<file path="src/salc_pkg.sv">
`timescale 1ns / 1ps
package salc_pkg;
    localparam int MAX_SET_BITS = 6;
    localparam int MAX_WAYS = 8;
    localparam int STAMP_BITS = 32;
    localparam int WAY_W = $clog2(MAX_WAYS);
    localparam int SETS = 1 << MAX_SET_BITS;
    localparam int SET_W = (MAX_SET_BITS > 0) ? MAX_SET_BITS : 1;
    localparam int QDEPTH = 2;

    localparam logic [1:0] OP_IFETCH = 2'd0;
    localparam logic [1:0] OP_LOAD   = 2'd1;
    localparam logic [1:0] OP_STORE  = 2'd2;
    localparam logic [1:0] OP_MODIFY = 2'd3;

    localparam logic [1:0] CFG_SET_BITS   = 2'd0;
    localparam logic [1:0] CFG_BLOCK_BITS = 2'd1;
    localparam logic [1:0] CFG_WAYS       = 2'd2;

    // one lookup request handed from front to back
    typedef struct packed {
        logic [SET_W-1:0] set_idx;
        logic [63:0]      tag;
        logic             last;
    } req_t;

    typedef struct packed {
        logic        hit;
        logic        evicted;
        logic [2:0]  way_used;
        logic        last;
        logic [31:0] hit_total;
        logic [31:0] miss_total;
        logic [31:0] eviction_total;
    } res_t;
endpackage

</file>
<file path="src/salc_front.sv">
`timescale 1ns / 1ps
module salc_front (
    input  logic                clk,
    input  logic                rst_n,
    input  logic                in_valid,
    output logic                in_ready,
    input  logic [1:0]          in_op,
    input  logic [63:0]         in_addr,
    input  logic [2:0]          set_bits,
    input  logic [5:0]          block_bits,
    output logic                q_valid,
    input  logic                q_ready,
    output salc_pkg::req_t      q_req
);
    import salc_pkg::*;

    logic        busy_reg;
    logic        second_reg;
    logic [63:0] addr_reg;
    logic [2:0]  s_eff;
    logic [6:0]  sb;
    logic [63:0] sh;

    // front holds one item; modify issues two lookups
    assign in_ready = !busy_reg || (q_ready && !second_reg);
    assign s_eff = (set_bits > 3'(MAX_SET_BITS)) ? 3'(MAX_SET_BITS) : set_bits;
    assign sb = 7'(s_eff) + 7'(block_bits);
    assign sh = addr_reg >> block_bits;
    assign q_valid = busy_reg;
    always_comb
    begin
        q_req.set_idx = SET_W'(sh & ((64'd1 << s_eff) - 64'd1));
        q_req.tag = (sb >= 7'd64) ? 64'd0 : (addr_reg >> sb[5:0]);
        q_req.last = !second_reg;
    end

    always_ff @(posedge clk or negedge rst_n)
    begin
        if (!rst_n)
        begin
            busy_reg <= 1'b0;
            second_reg <= 1'b0;
        end
        else if (in_valid && in_ready)
        begin
            busy_reg <= (in_op != OP_IFETCH);
            second_reg <= (in_op == OP_MODIFY);
        end
        else if (busy_reg && q_ready)
        begin
            if (second_reg)
                second_reg <= 1'b0;
            else
                busy_reg <= 1'b0;
        end
    end

    always_ff @(posedge clk)
    begin
        if (in_valid && in_ready)
            addr_reg <= in_addr;
    end
endmodule

</file>
<file path="config.mk">
export PLATFORM = sky130hd
export DESIGN_NAME = salc_front
export DESIGN_NICKNAME = d
export VERILOG_FILES = /design/src/salc_pkg.sv /design/src/salc_front.sv
export SDC_FILE = /design/constraint.sdc
export NUM_CORES = 1
export LEC_CHECK = 0
export BUFFER_PORTS_ARGS = -buffer_cell sky130_fd_sc_hd__buf_2
export CAP_MARGIN = 5
export CORE_UTILIZATION = 59
export DETAILED_ROUTE_END_ITERATION = 10
export PLACE_DENSITY_LB_ADDON = 0.05
export SLEW_MARGIN = 20
export SYNTH_ARGS = -nofsm -noshare
export SYNTH_HDL_FRONTEND = slang
export SYNTH_SLANG_ARGS = --single-unit
</file>
<file path="constraint.sdc">
create_clock -name clk -period 4.5 [get_ports clk]
set_input_delay 0.9 -clock clk [delete_from_list [all_inputs] [get_ports clk]]
set_output_delay 0.9 -clock clk [all_outputs]
set_load 0.1 [all_outputs]
</file>
==> impl_metrics.toml, run 1 <==
[yosys]
yosys_warnings = 0
synthXorXnorAreaFrac_pct = 0.796
seq_area_frac_synth_pct = 22.8
synth_top_area_share_pct = 22.2
muxShareOfSynthArea_pct = 42.0
synthAdderAreaFrac_pct = 0.666
async_flop_share_pct = 3.03
synth_edf_count = 64
avgSynthCellArea_um2 = 9.67
netlist_area_mm2 = 0.00865
synth-main-ff-cell = "edfxtp_1"
synthSimpleGateAreaFrac_pct = 13.0
synth_common_cells = "185 x mux2i_1, 133 x nand2_1, 69 x mux4_2"
synth_cell_types = 68
synthCells = 894
yosysTopAreaCell = "edfxtp_1"
synth_top_family_by_area = "multiplexers"
synthesis.nets = 977
synth-compound-area-share_pct = 15.0
synth.ff_latch_count = 66
yosysMostFrequentCell = "mux2i_1"
netlist_top_cells_area = "edfxtp_1 22%, mux2i_1 21%, mux4_2 18%"

[clock_network]
cts_num_sinks = 66
numCtsBuffers = 9
htreeDepth = 3
root_buffer = "clkbuf_16"
clock_path_buffers = 2

[place]
place_congestion = 1.12
port_buffers = 151
hpwl_um = 25100

[floorplanning]
num_io_pins = 152
die_w_um = 123
start_util_pct = 61.3
fp.dieH_um = 123
rows = 43

[global_route]
grt_pass1_vias = 13132
grt_pass1_wl_um = 83300
grt.overflow.total = 3
grt_max_degree = 80
grt_util_all_layers_pct = 75.6

[run_status]
error_line = "[ERROR GRT-0116] Global routing finished with congestion. Check the congestion regions in the DRC Viewer."
haltStage = "5_1_grt"
status = "stopped before the end"
==> metrics by stage <==
step	std cells	area [µm²]	TNS (ns)	worst slack, ns	hold WS, ns
floorplan	894	9250	-5.09	-0.738	0.488
global placement	1326	12000	-15.87	-0.399	0.498
detailed placement	1326	12000	-22.96	-0.571	0.534
CTS	1362	13600	-13.51	-0.409	0.315
==> timing repair <==
| item | CTS |
|---|---|
| gates cloned | 1 |
| setup buffers | 21 |
| hold buffers | 0 |
| setup endpoints to repair | 63 |
| pin swaps | 21 |
| gates resized for setup | 257 |
==> routing by layer <==
layer / GRT overflow / GRT usage (%)
met5: 0 / 23.6
met4: 2 / 70.4
met3: 0 / 62.3
met2: 1 / 90.6
met1: 0 / 78.1
==> logic make-up after synthesis <==
family | count (synthesis)
AO/OA/AOI/OAI | 187
XOR/XNOR | 4
adder cells (fa/ha/maj) | 4
buffers and inverters | 97
flip-flops | 66
multiplexers | 274
AND/OR/NAND/NOR | 262
==> inputs of run 2 (changes only) <==
Settings changed: CORE_UTILIZATION 59 to 40, PLACE_DENSITY_LB_ADDON 0.05 to 0.15.
==> run 2 against run 1 <==
Net effect: the flow now finishes, with violations (negative setup slack); synthesized area is the same; synthesized cell count unchanged.
==> impl_metrics.toml, run 2 <==
[clock_network]
cts_num_sinks = 66
clk_pin_slew_worst_paths_ns = 0.05
numCtsBuffers = 9
root_buffer = "clkbuf_16"
clock_path_buffers = 2
cts_tree = "yes"
worstSkewPairLatency_ns = 0.33
htreeDepth = 3

[global_route]
grt.overflow.total = 0
grt_pass1_wl_um = 50500
grt_pass1_vias = 8975
grt_util_all_layers_pct = 29.5
grt_max_degree = 65
antenna_found_initial = 0

[yosys]
seq_area_frac_synth_pct = 22.8
synth_top_area_share_pct = 22.2
yosys_warnings = 0
avgSynthCellArea_um2 = 9.67
synth-main-ff-cell = "edfxtp_1"
yosysTopAreaCell = "edfxtp_1"
synth_cell_types = 68
async_flop_share_pct = 3.03
synthesis.nets = 977
netlist_area_mm2 = 0.00865
synth.ff_latch_count = 66
yosysMostFrequentCell = "mux2i_1"
synth_edf_count = 64
synth_common_cells = "185 x mux2i_1, 133 x nand2_1, 69 x mux4_2"
netlist_top_cells_area = "edfxtp_1 22%, mux2i_1 21%, mux4_2 18%"
synthCells = 894

[sta]
tightest_slew_ns = 0.571
max_freq_ghz = 0.194
period_share_pct = 115
maxSlewHeadroom_pct = 61.9
slew_violations = 0
hold_violations = 0
setup_ws_ns = -0.653
setup_violations = 57
fin_crit_ns = 5.15
rsz0062_at_grt = "true"
skew_ns = 0.00517
final.setup.tns_ns = -25.83

[power]
powerDensity_mw_per_mm2 = 421
p_leak_nw = 5.80
vdd_drop_max_v = 0.000330

[worst_setup_path]
crit_arrival_ns = 4.25
cp-end-kind = "output pin"
r2r_start = "second_reg"
timing.rr.end = "addr_reg[10]"
cp-start-kind = "input pin"
cp_max_fo = 9
crit_required_ns = 3.60
critPathKind = "input pin to output pin"
r2r_cells = 3
ff2ff_setup_slack_ns = 2.56

[final_layout]
area_growth_pct = 72.6
drive_gt1_share_pct = 62.2
stdcell_count = 1524
largest_reg_flops = 64
finish.utilization_pct = 70.8
final_area_mm2 = 0.0149
final_cell_mix = "218 x buf_4, 121 x nand2_1, 82 x buf_12"
antenna_cells = 0
layout_commonest_cell = "buf_4"
final_nets = 1327

[place]
port_buffers = 151
hpwl_um = 25200
place_congestion = 0.970
place_area_mm2 = 0.0124
place_inst = 1460
pre_cts_slack_ns = -0.723

[run_status]
status = "finished with violations"
violations = "negative setup slack"

[floorplanning]
core_area_mm2 = 0.0211
fp.dieH_um = 149
start_util_pct = 41.0
die_area_mm2 = 0.0222
num_io_pins = 152
rows = 53
die_w_um = 149

[route]
first_pass_iters = 5
wl_um = 34100
num_vias = 9370
drt-wirelength-per-cell_um = 22.4
via_per_inst = 6.15
drc = 0
drt_iter0_markers = 689
ant_nets = 0

[job]
maxCapViolations = 0

[min_path]
hold_class = "input pin to async pin"
[run 2: cell counts after synthesis]
Identical to the previous run, type by type.
[run 2: cells by family after synthesis]
family	count (synthesis)	share of synthesized area (%)
multiplexers	274	42.0
AND/OR/NAND/NOR	262	13.0
AO/OA/AOI/OAI	187	15.0
buffers and inverters	97	5.77
flip-flops	66	22.8
XOR/XNOR	4	0.796
adder cells (fa/ha/maj)	4	0.666
[run 2: routing by layer]
layer,share of wire (%),GRT usage [%],vias to the layer above
met3,6.3,3.33,95
met5,0,0,-
li1,-,-,4220
met4,5.3,15.4,0
met2,48,48.1,512
met1,41,38.6,4543
[run 2: area by class of cell]
| type | count | area (µm²) |
|---|---|---|
| multi-input combinational | 731 | 8020 |
| fill | 1498 | 6160 |
| timing repair buffer | 424 | 4280 |
| sequential | 66 | 1970 |
| tap | 275 | 344 |
| clock buffer | 9 | 225 |
| clock inverter | 7 | 45.0 |
| inverter | 12 | 45.0 |
[run 2: worst max-delay path by stage]
| stage | from | to | slack [ns] | cells past startpoint |
|---|---|---|---|---|
| final | set_bits[2] | q_req[20] | -0.65 | 16 |
| after global routing | set_bits[2] | q_req[4] | -0.73 | 16 |
| after CTS | set_bits[0] | q_req[7] | -0.51 | 14 |
| after detailed placement | set_bits[0] | q_req[1] | -0.72 | 15 |
| after global placement | set_bits[0] | q_req[35] | -0.69 | 14 |
| after floorplan | set_bits[0] | q_req[22] | -0.74 | 12 |
[run 2: repair_timing]
item                                    CTS  global route
gates cloned                              1             3
hold buffers                              0             0
pin swaps                                15            16
setup buffers                            30            16
resized for setup                       239           158
endpoints found under the setup margin   66            66
[run 2: power by group]
group / total [mW] / internal [mW] / switching [mW]
registers: 0.831 / 0.732 / 0.0993
logic: 4.83 / 2.12 / 2.71
clock network: 0.629 / 0.370 / 0.259
[run 2: metrics by stage]
| stage | total power, mW | hold WS [ns] |
|---|---|---|
| floorplan | 3.30 | 0.488 |
| global placement | 4.66 | 0.522 |
| detailed placement | 4.68 | 0.545 |
| CTS | 5.85 | 0.334 |
| global route | 6.50 | 0.337 |
| finish | 6.29 | 0.344 |
[run 2: critical path: stages]
cell      delay [ns]
buf_2           0.12
a21boi_2        0.12
ha_2            0.20
fa_4            0.68
buf_4           0.18
buf_12          0.13
buf_16          0.15
mux2i_4         0.20
buf_4           0.16
mux2i_2         0.21
o221ai_2        0.15
mux2i_1         0.43
a32oi_1         0.16
buf_4           0.19
o21ai_4         0.06
buf_12          0.19
Power figures use the tool's default switching activity.
==> inputs of run 3 (changes only) <==
Settings changed: RECOVER_POWER set to 50.
==> run 3 against run 2 <==
Net effect: the flow finishes with violations (max-capacitance violations, max-slew violations, negative setup slack); worst hold slack worse by 0.0018 ns; total power about the same; routed wire length is essentially flat; combinational power barely moved; fmax about the same; non-clock buffer count stayed put; core utilization is essentially flat; critical path depth is the same; sequential power about the same; sequential share of layout area is essentially flat.
==> impl_metrics.toml, run 3 (synthesis gave the netlist of run 2 again) <==
[place]
place_area_mm2 = 0.0124
place_congestion = 0.970
port_buffers = 151
hpwl_um = 25200

[worst_setup_path]
r2r_start = "second_reg"
r2r_cells = 3
cpPeakStageDelay_ns = 0.68
cp-end-kind = "output pin"
cp.buffers_inverters = 7
cp_cell_sequence = "buf_2 -> a21boi_2 -> ha_2 -> fa_4 -> buf_4 -> buf_12 -> buf_16 -> mux2i_4 -> buf_4 -> mux2i_2 -> o221ai_2 -> mux2i_1 -> a32oi_1 -> buf_4 -> o21ai_4 -> buf_12"
slowest_stage = "fa_4"
ff2ff_setup_slack_ns = 1.76
crit_required_ns = 3.60
cp-start-kind = "input pin"
path_common_cell = "buf_4"
timing.rr.end = "addr_reg[10]"
cp_max_fo = 9
crit_arrival_ns = 4.25
critPathKind = "input pin to output pin"
critical-path-top-delay-family = "buffers and inverters"

[power]
p_int_mw = 3.22
p_comb_share_pct = 76.8
p_sw_share_pct = 48.8
vdd_drop_max_v = 0.000330
sequentialPowerShare_pct = 13.2
powerDensity_mw_per_mm2 = 421
p_leak_nw = 5.79
p_sw_mw = 3.07
pwr-share-clk_pct = 10.0

[final_layout]
fill_cells = 1499
layout_commonest_cell = "buf_4"
largest_reg_flops = 64
final_cell_mix = "218 x buf_4, 121 x nand2_1, 82 x buf_12"
area_growth_pct = 72.6
drive_gt1_share_pct = 62.0
final_area_mm2 = 0.0149
finish.utilization_pct = 70.8
final_nets = 1327
antenna_cells = 0

[clock_network]
root_buffer = "clkbuf_16"
cts_num_sinks = 66
cts_tree = "yes"
clock_path_buffers = 2
worstSkewPairLatency_ns = 0.33
clk_pin_slew_worst_paths_ns = 0.05
numCtsBuffers = 9
htreeDepth = 3

[sta]
rsz0062_at_grt = "true"
maxSlewHeadroom_pct = -0.944
hold_violations = 0
setup_violations = 57
skew_ns = 0.00517
fin_crit_ns = 5.15
tightest_slew_ns = 1.51
slew_violations = 27
period_share_pct = 115
setup_ws_ns = -0.653
max_freq_ghz = 0.194

[global_route]
grt_util_all_layers_pct = 29.5
grt_pass1_wl_um = 50500
grt.overflow.total = 0
antenna_found_initial = 0
grt_max_degree = 65
grt_pass1_vias = 8975

[run_status]
violations = "max-capacitance violations, max-slew violations, negative setup slack"
status = "finished with violations"

[floorplanning]
rows = 53
num_io_pins = 152
core_area_mm2 = 0.0211
die_area_mm2 = 0.0222
die_w_um = 149
fp.dieH_um = 149
start_util_pct = 41.0

[route]
num_vias = 9374
via_per_inst = 6.15
drt-wirelength-per-cell_um = 22.4
wl_um = 34100
first_pass_iters = 5
drc = 0
ant_nets = 0
drt_iter0_markers = 689

[min_path]
hold_class = "input pin to async pin"

[job]
maxCapViolations = 1
==> run 3: changes by cell type in the layout (fill, tap and decap cells not counted) <==
| cell | delta |
|---|---|
| buf_2 | -2 |
| o21ai_1 | -1 |
| and2_2 | -1 |
| and2_0 | +1 |
| o21ai_0 | +1 |
| clkbuf_1 | +2 |
==> run 3: worst max-delay path by stage <==
stage	from	endpoint	slack (ns)	depth (start not counted)
after floorplan	set_bits[0]	q_req[22]	-0.74	12
after global placement	set_bits[0]	q_req[35]	-0.69	14
after detailed placement	set_bits[0]	q_req[1]	-0.72	15
after CTS	set_bits[0]	q_req[7]	-0.51	14
after global routing	set_bits[2]	q_req[4]	-0.73	16
final	set_bits[2]	q_req[20]	-0.65	16
==> run 3: timing repair <==
item / CTS / global route
pin swaps: 15 / 16
endpoints found under the setup margin: 66 / 66
hold buffers: 0 / 0
gates cloned: 1 / 3
buffers inserted: 30 / 16
resized for setup: 239 / 158
==> run 3: area by class of cell <==
class                      count  area, µm²  area share [%]
timing repair buffer         424       4270            28.6
multi-input combinational    731       8020            53.7
clock buffer                   9        225            1.51
sequential                    66       1970            13.2
clock inverter                 7       45.0           0.302
tap                          275        344            2.31
inverter                      12       45.0           0.302
==> run 3: power by group through the flow <==
stage	Combinational [mW]	Sequential [mW]	Clock, mW
after floorplan	2.51	0.791	0
after global placement	3.84	0.814	0
after detailed placement	3.86	0.817	0
after CTS	4.40	0.814	0.639
after global routing	5.00	0.837	0.665
final	4.83	0.832	0.629
==> run 3: stage by stage <==
stage / total power, mW / TNS [ns] / hold WS, ns / setup WS (ns) / cells
finish: 6.29 / -25.84 / 0.342 / -0.653 / 1524
global route: 6.50 / -29.71 / 0.343 / -0.730 / 1524
CTS: 5.85 / -18.09 / 0.334 / -0.506 / 1507
detailed placement: 4.68 / -28.05 / 0.545 / -0.723 / 1460
global placement: 4.66 / -26.01 / 0.522 / -0.685 / 1460
floorplan: 3.30 / -5.09 / 0.488 / -0.738 / 894
==> run 3: layer usage <==
metal	share of wire, %	routed length, µm	track usage (%)
met5	0	0	0
met4	5.3	1800	15.4
met3	6.3	2140	3.33
met2	48	16300	48.1
met1	41	13800	38.6
